[src/hw/rtl/mbds_pkg.sv]
// ----------------------------------------------------------------------------
// mbds_pkg
// Shared types, constants and helper functions of the multibyte delimiter
// splitter.
// ----------------------------------------------------------------------------
package mbds_pkg;

	localparam int DELIM_MAX   = 8;
	localparam int FILL_W      = $clog2(DELIM_MAX + 1);
	localparam int LEN_W       = 4;
	localparam int DBYTES_W    = 64;
	localparam int CFG_IDX_W   = 2;
	localparam int QUEUE_DEPTH = 4;
	localparam int QPTR_W      = $clog2(QUEUE_DEPTH);
	localparam int QCNT_W      = $clog2(QUEUE_DEPTH + 1);

	// Configuration register indexes.
	localparam logic [CFG_IDX_W-1:0] REG_DELIM_BYTES  = CFG_IDX_W'(0);
	localparam logic [CFG_IDX_W-1:0] REG_DELIM_LENGTH = CFG_IDX_W'(1);

	typedef struct packed {
		logic [7:0] data;
		logic       eos;
	} item_t;

	typedef struct packed {
		logic [7:0] data;
		logic       token_end;
		logic       last;
		logic       done;
	} result_t;

	// Length in use: zero acts as one, anything above the window acts as full.
	function automatic logic [FILL_W-1:0] eff_len(input logic [LEN_W-1:0] n);
		logic [FILL_W-1:0] r;
		if (n == '0)
			r = FILL_W'(1);
		else if (int'(n) > DELIM_MAX)
			r = FILL_W'(DELIM_MAX);
		else
			r = FILL_W'(n);
		return r;
	endfunction

	// Delimiter bytes beyond the packed register compare as zero.
	function automatic logic [7:0] delim_byte(input logic [DBYTES_W-1:0] d, input int k);
		logic [7:0] r;
		r = 8'h00;
		if (k < DBYTES_W / 8)
			r = d[8*k +: 8];
		return r;
	endfunction

endpackage

[src/hw/rtl/mbds_front.sv]
// ----------------------------------------------------------------------------
// mbds_front
// Input side: accepts bytes and holds them in a short queue so that the
// scanning engine and the input can stall independently.
// ----------------------------------------------------------------------------
module mbds_front (
	input  logic            clk,
	input  logic            arst_n,
	input  logic            item_valid,
	output logic            item_stall,
	input  logic [7:0]      in_byte,
	input  logic            end_of_string,
	output logic            q_valid,
	output mbds_pkg::item_t q_item,
	input  logic            q_pop
);
	import mbds_pkg::*;

	item_t             mem_q [QUEUE_DEPTH];
	logic [QPTR_W-1:0] wr_ptr_q;
	logic [QPTR_W-1:0] rd_ptr_q;
	logic [QCNT_W-1:0] count_q;
	logic              push;
	logic              pop;

	assign item_stall = (count_q == QCNT_W'(QUEUE_DEPTH));
	assign push       = item_valid && !item_stall;
	assign q_valid    = (count_q != '0);
	assign pop        = q_pop && q_valid;
	assign q_item     = mem_q[rd_ptr_q];

	always_ff @(posedge clk) begin
		if (push) begin
			mem_q[wr_ptr_q].data <= in_byte;
			mem_q[wr_ptr_q].eos  <= end_of_string;
		end
	end

	always_ff @(posedge clk or negedge arst_n) begin
		if (!arst_n) begin
			wr_ptr_q <= '0;
			rd_ptr_q <= '0;
			count_q  <= '0;
		end else begin
			if (push)
				wr_ptr_q <= wr_ptr_q + QPTR_W'(1);
			if (pop)
				rd_ptr_q <= rd_ptr_q + QPTR_W'(1);
			case ({push, pop})
				2'b10:   count_q <= count_q + QCNT_W'(1);
				2'b01:   count_q <= count_q - QCNT_W'(1);
				default: count_q <= count_q;
			endcase
		end
	end

	assert property (@(posedge clk) disable iff (!arst_n)
		count_q <= QCNT_W'(QUEUE_DEPTH))
		else $error("queue count beyond depth");

	assert property (@(posedge clk) disable iff (!arst_n)
		(push && !pop) |=> (count_q == $past(count_q) + QCNT_W'(1)))
		else $error("queue count missed a push");

	assert property (@(posedge clk) disable iff (!arst_n)
		(count_q == '0) |-> (wr_ptr_q == rd_ptr_q))
		else $error("empty queue with pointers apart");

endmodule

[src/hw/rtl/mbds_back.sv]
// ----------------------------------------------------------------------------
// mbds_back
// Scanning engine: keeps the lookahead window, matches the delimiter against
// it; unless stalled, emits up to one result per cycle into an output register.
// ----------------------------------------------------------------------------
module mbds_back (
	input  logic                          clk,
	input  logic                          arst_n,
	input  logic                          q_valid,
	input  mbds_pkg::item_t               q_item,
	output logic                          q_pop,
	input  logic [mbds_pkg::DBYTES_W-1:0] delim_bytes,
	input  logic [mbds_pkg::LEN_W-1:0]    delim_len,
	output logic                          result_valid,
	input  logic                          result_stall,
	output mbds_pkg::result_t             result
);
	import mbds_pkg::*;

	logic [7:0]        win_q [DELIM_MAX];
	logic [FILL_W-1:0] fill_q;
	logic              tok_q;
	logic              busy_q;
	logic              eos_q;
	logic              res_valid_q;
	result_t           res_q;

	logic [7:0]        w     [DELIM_MAX];
	logic [7:0]        w_nxt [DELIM_MAX];
	logic [FILL_W-1:0] wfill;
	logic [FILL_W-1:0] len;
	logic [FILL_W-1:0] drop;
	logic [FILL_W-1:0] nf;
	logic              weos;
	logic              take;
	logic              act;
	logic              adv;
	logic              go;
	logic              match;
	logic              emit;
	logic              nt;
	logic              more;
	result_t           res_d;

	assign len  = eff_len(delim_len);
	assign adv  = !res_valid_q || !result_stall;
	assign take = !busy_q && q_valid;
	assign act  = busy_q || take;
	assign go   = act && adv;
	assign q_pop = take && adv;

	// A fresh request is written into the window at the fill position before
	// the compare, so an item can finish in the cycle it is taken.
	always_comb begin
		for (int i = 0; i < DELIM_MAX; i++) begin
			if (!busy_q && fill_q == FILL_W'(i))
				w[i] = q_item.data;
			else
				w[i] = win_q[i];
		end
	end

	assign wfill = busy_q ? fill_q : fill_q + FILL_W'(1);
	assign weos  = busy_q ? eos_q : q_item.eos;

	always_comb begin
		match = 1'b1;
		for (int i = 0; i < DELIM_MAX; i++) begin
			if (FILL_W'(i) < len && w[i] != delim_byte(delim_bytes, i))
				match = 1'b0;
		end
	end

	always_comb begin
		emit  = 1'b0;
		drop  = '0;
		nt    = tok_q;
		res_d = '0;
		if (wfill >= len) begin
			emit = 1'b1;
			if (match) begin
				res_d.token_end = 1'b1;
				drop            = len;
				nt              = 1'b0;
			end else begin
				res_d.data = w[0];
				drop       = FILL_W'(1);
				nt         = 1'b1;
			end
		end else if (weos && wfill != '0) begin
			emit       = 1'b1;
			res_d.data = w[0];
			drop       = FILL_W'(1);
			nt         = 1'b1;
		end else if (weos && tok_q) begin
			emit            = 1'b1;
			res_d.token_end = 1'b1;
			nt              = 1'b0;
		end
		nf         = wfill - drop;
		more       = (nf >= len) || (weos && (nf != '0 || nt));
		res_d.last = !more;
		res_d.done = weos && !more;
	end

	always_comb begin
		for (int i = 0; i < DELIM_MAX; i++) begin
			w_nxt[i] = w[i];
			for (int j = 1; j <= DELIM_MAX; j++) begin
				if (drop == FILL_W'(j) && i + j < DELIM_MAX)
					w_nxt[i] = w[i + j];
			end
		end
	end

	always_ff @(posedge clk) begin
		if (go) begin
			for (int i = 0; i < DELIM_MAX; i++)
				win_q[i] <= w_nxt[i];
			eos_q <= weos;
		end
		if (go && emit)
			res_q <= res_d;
	end

	always_ff @(posedge clk or negedge arst_n) begin
		if (!arst_n) begin
			fill_q      <= '0;
			tok_q       <= 1'b0;
			busy_q      <= 1'b0;
			res_valid_q <= 1'b0;
		end else begin
			if (go) begin
				fill_q <= nf;
				tok_q  <= (weos && !more) ? 1'b0 : nt;
				busy_q <= more;
			end
			if (go && emit)
				res_valid_q <= 1'b1;
			else if (!result_stall)
				res_valid_q <= 1'b0;
		end
	end

	assign result_valid = res_valid_q;
	assign result       = res_q;

	assert property (@(posedge clk) disable iff (!arst_n)
		(res_valid_q && res_q.token_end) |-> (res_q.data == 8'h00))
		else $error("token end with non-zero byte");

	assert property (@(posedge clk) disable iff (!arst_n)
		(res_valid_q && res_q.done) |-> res_q.last)
		else $error("string done without last of run");

	assert property (@(posedge clk) disable iff (!arst_n)
		fill_q <= FILL_W'(DELIM_MAX))
		else $error("window fill beyond window");

	assert property (@(posedge clk) disable iff (!arst_n)
		(busy_q && eos_q && !more && go) |=> (fill_q == '0 && !tok_q))
		else $error("window not cleared at end of string");

endmodule

[src/hw/rtl/multibyte_delimiter_splitter.sv]
// ----------------------------------------------------------------------------
// multibyte_delimiter_splitter
// Splits a byte stream into tokens at each occurrence of a configured
// delimiter of one to eight bytes.
//
// Bytes enter one per cycle into a four-entry queue; the scanning engine
// behind it takes one queued byte per cycle and produces at most one result
// per cycle, so ordinary bytes sustain one item per clock unless stalled. A
// byte that produces several results (end of string draining the lookahead
// window, or a shortened delimiter rescanning a fuller window) holds the
// engine until all, up to nine, are out, while the queue keeps accepting.
// The limit is the single result register at the output. The delimiter is
// compared against the whole window in parallel. Configuration writes are
// always taken and must only be made while no string byte is in flight.
// ----------------------------------------------------------------------------
module multibyte_delimiter_splitter (
	input  logic                           clk,
	input  logic                           arst_n,
	input  logic                           item_valid,
	output logic                           item_stall,
	input  logic [7:0]                     in_byte,
	input  logic                           end_of_string,
	output logic                           result_valid,
	input  logic                           result_stall,
	output logic [7:0]                     out_byte,
	output logic                           is_token_end,
	output logic                           last_of_run,
	output logic                           string_done,
	input  logic                           cfg_valid,
	output logic                           cfg_ready,
	input  logic [mbds_pkg::CFG_IDX_W-1:0] cfg_index,
	input  logic [mbds_pkg::DBYTES_W-1:0]  cfg_data
);
	import mbds_pkg::*;

	logic [DBYTES_W-1:0] delim_bytes_q;
	logic [LEN_W-1:0]    delim_len_q;
	logic                q_valid;
	item_t               q_item;
	logic                q_pop;
	result_t             result;

	assign cfg_ready = 1'b1;

	always_ff @(posedge clk or negedge arst_n) begin
		if (!arst_n) begin
			delim_bytes_q <= '0;
			delim_len_q   <= LEN_W'(1);
		end else if (cfg_valid && cfg_ready) begin
			case (cfg_index)
				REG_DELIM_BYTES:  delim_bytes_q <= cfg_data;
				REG_DELIM_LENGTH: delim_len_q   <= cfg_data[LEN_W-1:0];
				default:          ;
			endcase
		end
	end

	mbds_front u_front (
		.clk           (clk),
		.arst_n        (arst_n),
		.item_valid    (item_valid),
		.item_stall    (item_stall),
		.in_byte       (in_byte),
		.end_of_string (end_of_string),
		.q_valid       (q_valid),
		.q_item        (q_item),
		.q_pop         (q_pop)
	);

	mbds_back u_back (
		.clk          (clk),
		.arst_n       (arst_n),
		.q_valid      (q_valid),
		.q_item       (q_item),
		.q_pop        (q_pop),
		.delim_bytes  (delim_bytes_q),
		.delim_len    (delim_len_q),
		.result_valid (result_valid),
		.result_stall (result_stall),
		.result       (result)
	);

	assign out_byte     = result.data;
	assign is_token_end = result.token_end;
	assign last_of_run  = result.last;
	assign string_done  = result.done;

endmodule

[config.mk]
export PLATFORM = sky130hd
export DESIGN_NAME = multibyte_delimiter_splitter
export DESIGN_NICKNAME = d
export VERILOG_FILES = /design/src/hw/rtl/mbds_pkg.sv /design/src/hw/rtl/mbds_front.sv /design/src/hw/rtl/mbds_back.sv /design/src/hw/rtl/multibyte_delimiter_splitter.sv
export SDC_FILE = /design/constraint.sdc
export NUM_CORES = 1
export LEC_CHECK = 0
export CORE_ASPECT_RATIO = 1.75
export CORE_UTILIZATION = 50
export CTS_BUF_LIST = sky130_fd_sc_hd__clkbuf_4 sky130_fd_sc_hd__clkbuf_8 sky130_fd_sc_hd__clkbuf_16
export CTS_CLUSTER_DIAMETER = 100
export DETAILED_ROUTE_END_ITERATION = 8
export DONT_BUFFER_PORTS = 1
export GPL_TIMING_DRIVEN = 1
export REMOVE_ABC_BUFFERS = 1
export SKIP_LAST_GASP = 1
export SLEW_MARGIN = 20
export SYNTH_ARGS = -nofsm -noshare
export SYNTH_HDL_FRONTEND = slang
export SYNTH_HIERARCHICAL = 1
export SYNTH_SLANG_ARGS = --single-unit
[constraint.sdc]
create_clock -name clk -period 6.2 [get_ports clk]
set_input_delay 1.24 -clock clk [delete_from_list [all_inputs] [get_ports clk]]
set_output_delay 1.24 -clock clk [all_outputs]
set_load 0.05 [all_outputs]
# Yosys cells after proc, flatten, opt, wreduce, memory -nomap -nowiden
# Memories as Yosys holds them, arrays and structs flattened.
# Index checks and enable logic that the tools add are counted.
[op_classes]
magnitude_cmp = 11
eq_ne = 27
reduce_logical = 44
mux = 71
add_sub_neg = 6
[ops]
columns = ["op", "n"]
rows = [
  ["8-bit 2-to-1 mux", 38],
  ["8-bit != test", 8],
  ["4-bit by 3-bit == test with 1-bit output, second input constant", 8],
  ["1-bit logical AND", 26],
  ["1-bit 2-to-1 mux", 26],
  ["4-bit 2-to-1 mux", 5],
  ["4-bit by 2-bit == test with 1-bit output, second input constant", 4],
  ["3-bit by 4-bit < comparator with 1-bit output, first input constant", 4],
  ["9-bit 2-to-1 mux", 1],
  ["4-bit by 1-bit == test with 1-bit output, second input constant", 2],
  ["4-bit greater-or-equal comparator", 2],
  ["4-bit zero test", 2],
  ["1-bit by 4-bit < comparator with 1-bit output, first input constant", 2],
  ["2-bit by 4-bit < comparator with 1-bit output, first input constant", 2],
  ["4-bit nonzero test", 2],
  ["3-bit one-hot mux with 2 select lines", 1],
  ["1-bit zero test", 5],
  ["2-bit by 1-bit adder with 2-bit output, second input constant", 2],
  ["4-bit by 1-bit adder with 4-bit output, second input constant", 1],
  ["2-bit by 1-bit == test with 1-bit output, second input constant", 2],
  ["4-bit greater-than comparator, second input constant", 1],
  ["1-bit logical OR", 4],
  ["2-bit AND reduction", 2],
  ["4-bit subtractor", 1],
  ["8 further kinds", 8],
]
[totals]
mem_count = 2
reg_bits = 94
wordCells = 175
mem_bits_rw = 100
output_inout_bits = 14
[memory_table]
columns = ["memory", "depth", "width", "rd", "rd_ports_with_merged_regs", "wr", "line_no", "text"]
rows = [
  ["u_back.win_q", 8, 8, 8, 0, 8, "mbds_back.sv:20", "logic [7:0] win_q [DELIM_MAX];"],
  ["u_front.mem_q", 4, 9, 1, 0, 1, "mbds_front.sv:19", "item_t mem_q [QUEUE_DEPTH];"],
]

# Depth between registers and ports, before layout
[logic_depth]
depth_word = 23
depth_mapped = 25
mapped_depth_nobuf = 23

# Hierarchy
# Netlist, hierarchy kept.
[by_module_without_submodules]
columns = ["mod", "cells_each", "n_inst", "area_each_um2"]
rows = [
  ["mbds_back", 919, 1, 8040.2],
  ["multibyte_delimiter_splitter", 147, 1, 2856.5],
  ["mbds_front", 84, 1, 1741.7],
]

# Worst setup path after synthesis
# No wires, ideal clock.
[synth_path]
path_kind = "reg2reg"
start = "reg u_front.rd_ptr_q[0]"
end = "reg u_back.busy_q"
setup_slack_ns = 0.973
arrival_time_ns = 5.109
path_buffers = 3
required_ns = 6.081
path_stages_with_launch = 23
setup_time_ns = 0.119
path_cell_list = "dfrtp_1 buf_4 mux4_2 clkbuf_1 xor2_1 or4_1 a221o_1 a22oi_4 o211ai_1 nor2_1 buf_2 nand2_1 nand2_1 nand2_1 ha_1 fa_1 inv_1 ha_1 a21o_1 a21o_1 a21oi_1 nand2_1 o21a_1"
[synth_lines]
columns = ["item", "line_no", "text"]
rows = [
  ["start, declared", "mbds_front.sv:21", "logic [QPTR_W-1:0] rd_ptr_q;"],
  ["start signal, assigned", "mbds_front.sv:48", "rd_ptr_q <= rd_ptr_q + QPTR_W'(1);"],
  ["end signal, assigned", "mbds_back.sv:136", "busy_q <= more;"],
  ["end, declared", "mbds_back.sv:23", "logic busy_q;"],
]

==> qor.yml <==
status: "finished clean"
critical_path.endpoint_type: "flop"
arrival_ps: 6140
p_switching_mw: 3.77
tns_ps: 0
place.gp.congestion: 1.00
clockBufferDepth: 2
stdcell_area_sq_um: 13700
antenna_cells: 0
post_cts_resized: 0
synth_top_area_share_pct: 26.6
n_fill_cell: 2167
grt_max_degree: 83
fin_crit_sh_pct: 93.1
antenna_found_initial: 0
power_frac_comb_pct: 53.1
synth-seq-cells: 194
fin_nets: 1253
min_period_ps: 5770
drc: 0
holdBufCountCts: 0
finalMaxSlewViolations: 0
rows: 76
cts.root.buffer_cell: "clkbuf_16"
viasPerCell: 6.63
wl_met2_microns: 22000
fp.dieH_microns: 212
cts.clk_slew.worst_paths_ps: 80
p_leak_nw: 5.45
critPathMaxFanout: 12
dp_cells: 1444
p_total_mw: 8.07
power.share.clock_pct: 14.0
cts.sinks: 194
htreeDepth: 4
grt_usage_pct: 34.4
synth_area_leaders: "edfxtp_1 27%, dfrtp_1 16%, mux2_4 7.2%"
drt_first_pass_iters: 8
finalSetupViolCount: 0
met1Wirelength_microns: 14700
fin_worst_skew_ps: 12.4
postSynthCellCount: 1150
swShare_pct: 46.7
overflow: 0
start_util_pct: 51.1
syn_area_sq_um: 12600
insertion_delay_ps: 480
ys_types: 86
ys_seq_area_share_pct: 42.9
hold_viol: 0
internal_power_mw: 4.30
utilization_pct: 55.2
cap_violations: 0
place_area_sq_um: 13100
dr_total_vias: 9779
ant_nets: 0
die_area_sq_um: 25900
relSlewSlack_pct: 24.3
synth-edff-count: 112
seqCellArea_sq_um: 5420
drt_iter0_drc: 1222
cts_tree: "yes"
yosysTopAreaCell: "edfxtp_1"
dr_wl_met3_microns: 2380
grt_pass1_wl_microns: 62800
syn2layout_area_growth_pct: 8.08
hold_path_class: "in2async"
final_cells: 1476
port-buffer-count: 0
async_flop_share_pct: 42.3
tightest_slew_ps: 1110
yosysWarningCount: 6
worst-setup-path-type: "reg2reg"
grt_pass1_vias: 9849
startpoint: "u_front/rd_ptr_q[0]"
io-pin-count: 94
peakVddDrop_uv: 429
wirelength_microns: 42700
numCtsBuffers: 17
routedWlPerCell_microns: 28.9
pwr-share-seq_pct: 32.9
fmax_ghz: 0.173
drive_gt1_share_pct: 19.6
design.core.area_sq_um: 24700
rsz0062_at_grt: "no"
ys.flop_type: "edfxtp_1"
highest_layer: "met4"
worstReg2RegStart: "u_front/rd_ptr_q[0]"
syn_avg_cell_area_sq_um: 11.0
startpoint_type: "flop"
multi_input_comb_area_sq_um: 6560
power.density_nw_per_um2: 591
cts_setup_buffers: 0
dp_hpwl_microns: 32000
critPathRequiredTime_ps: 6570
die_width_microns: 122
[sequential cells by signal (all words and copies together) (netlist names), 2 cells and up]
register and cells:
u_back/fill_q 4, u_front/rd_ptr_q 2, u_back/win_q 64, delim_bytes_q 64, u_back/result 11, u_front/count_q 3
u_front/mem_q 36, delim_len_q 4, u_front/wr_ptr_q 2
[kinds of logic (layout without fill, tap and decap cells)]
logic type,count (synthesis),after routing,synth area share [%]
AO/OA/AOI/OAI,282,282,15.4
XOR/XNOR,82,82,5.68
AND/OR/NAND/NOR,237,237,9.84
multiplexers,182,182,18.1
other,1,1,0.0297
flip-flops,194,194,42.9
buffers and inverters,150,164,5.81
adder cells (fa/ha/maj),22,22,2.30
[worst max-delay path, stage by stage, from the launching register on]
cell,delay (ps)
dfrtp_1,660
mux4_2,840
xor2_1,250
a21oi_1,150
a41oi_1,160
a2111oi_0,950
a31oi_1,270
nor2_1,200
buf_4,190
nand3_1,110
ha_1,320
a21o_1,170
a21oi_1,170
xnor2_1,210
xor2_1,250
ha_1,290
a21oi_1,200
nand2_1,80
o21a_1,170
[Yosys cell counts, types with 4 or more instances]
master	count
a211oi_1	19
a21o_1	7
a21oi_1	58
a221oi_1	8
a222oi_1	21
a22oi_1	4
a31oi_1	8
and2_2	4
and3_1	5
buf_12	6
buf_2	20
buf_4	5
buf_6	4
clkbuf_1	39
dfrtp_1	81
edfxtp_1	112
ha_1	20
inv_1	73
mux2_2	34
mux2_4	61
mux2i_1	78
mux4_2	9
nand2_1	68
nand2b_1	4
nand3_1	15
nand4_1	9
nor2_1	74
nor3_1	11
nor4_1	8
o2111ai_1	9
o211ai_1	13
o21ai_0	31
o21ai_1	22
o221ai_1	5
o22ai_1	42
or3_1	6
xnor2_1	35
xor2_1	47
[path summary, 6_finish.rpt]
kind / to / slack (ps) / cells past startpoint
max: u_back/busy_q / 430 / 18
max in group asynchronous: delim_len_q[0] / 5550 / 0
min reg2reg: u_front/count_q[2] / 530 / 1
max reg2reg: u_back/busy_q / 430 / 18
min in group clk: u_front/count_q[2] / 530 / 1
min: delim_bytes_q[6] / 460 / 0
[per-layer routing]
metal	vias to the layer above	track usage [%]
li1	4323	-
met5	-	0
met1	4790	36.1
met3	166	5.36
met4	0	27.9
met2	500	59.8
[per-stage QoR]
stage | worst slack (ps) | hold WS (ps)
2_1_floorplan | -1430 | 477
3_3_place_gp | 663 | 500
3_5_place_dp | 586 | 516
4_1_cts | 555 | 441
5_1_grt | 141 | 443
6_report | 429 | 458
[power by group through the flow]
| stage | registers (mW) | logic [mW] | clock network, mW |
|---|---|---|---|
| 2_1_floorplan | 2.51 | 2.82 | 0 |
| 3_3_place_gp | 2.66 | 4.15 | 0 |
| 3_5_place_dp | 2.67 | 4.16 | 0 |
| 4_1_cts | 2.64 | 4.19 | 1.15 |
| 5_1_grt | 2.69 | 4.58 | 1.19 |
| 6_report | 2.66 | 4.29 | 1.13 |
[cells in the final DEF, fill, tap and decap left out, drive strengths merged, types with 6 or more instances in the layout]
cell	instances
nor2	74
dfrtp	81
edfxtp	112
nand2	69
nand4	9
nor4	8
buf	58
xor2	47
o2111ai	9
a31oi	9
clkbuf	18
inv	78
and2	6
mux2i	78
a211oi	19
a221oi	10
nand3	15
mux4	9
o211ai	14
nor3	11
mux2	95
o22ai	42
xnor2	35
o21ai	53
or3	7
a21o	7
a222oi	21
ha	20
clkinv	7
a21oi	58
[cell type report]
| cell class | instances | share of cell area (%) |
|---|---|---|
| multi-input cells | 806 | 48.0 |
| repair buffers | 58 | 3.19 |
| clock inverters | 14 | 1.07 |
| well taps | 312 | 2.86 |
| flip-flops and latches | 194 | 39.7 |
| inverters | 74 | 2.04 |
| clock buffers | 18 | 3.17 |
Power figures use the tool's default switching activity.
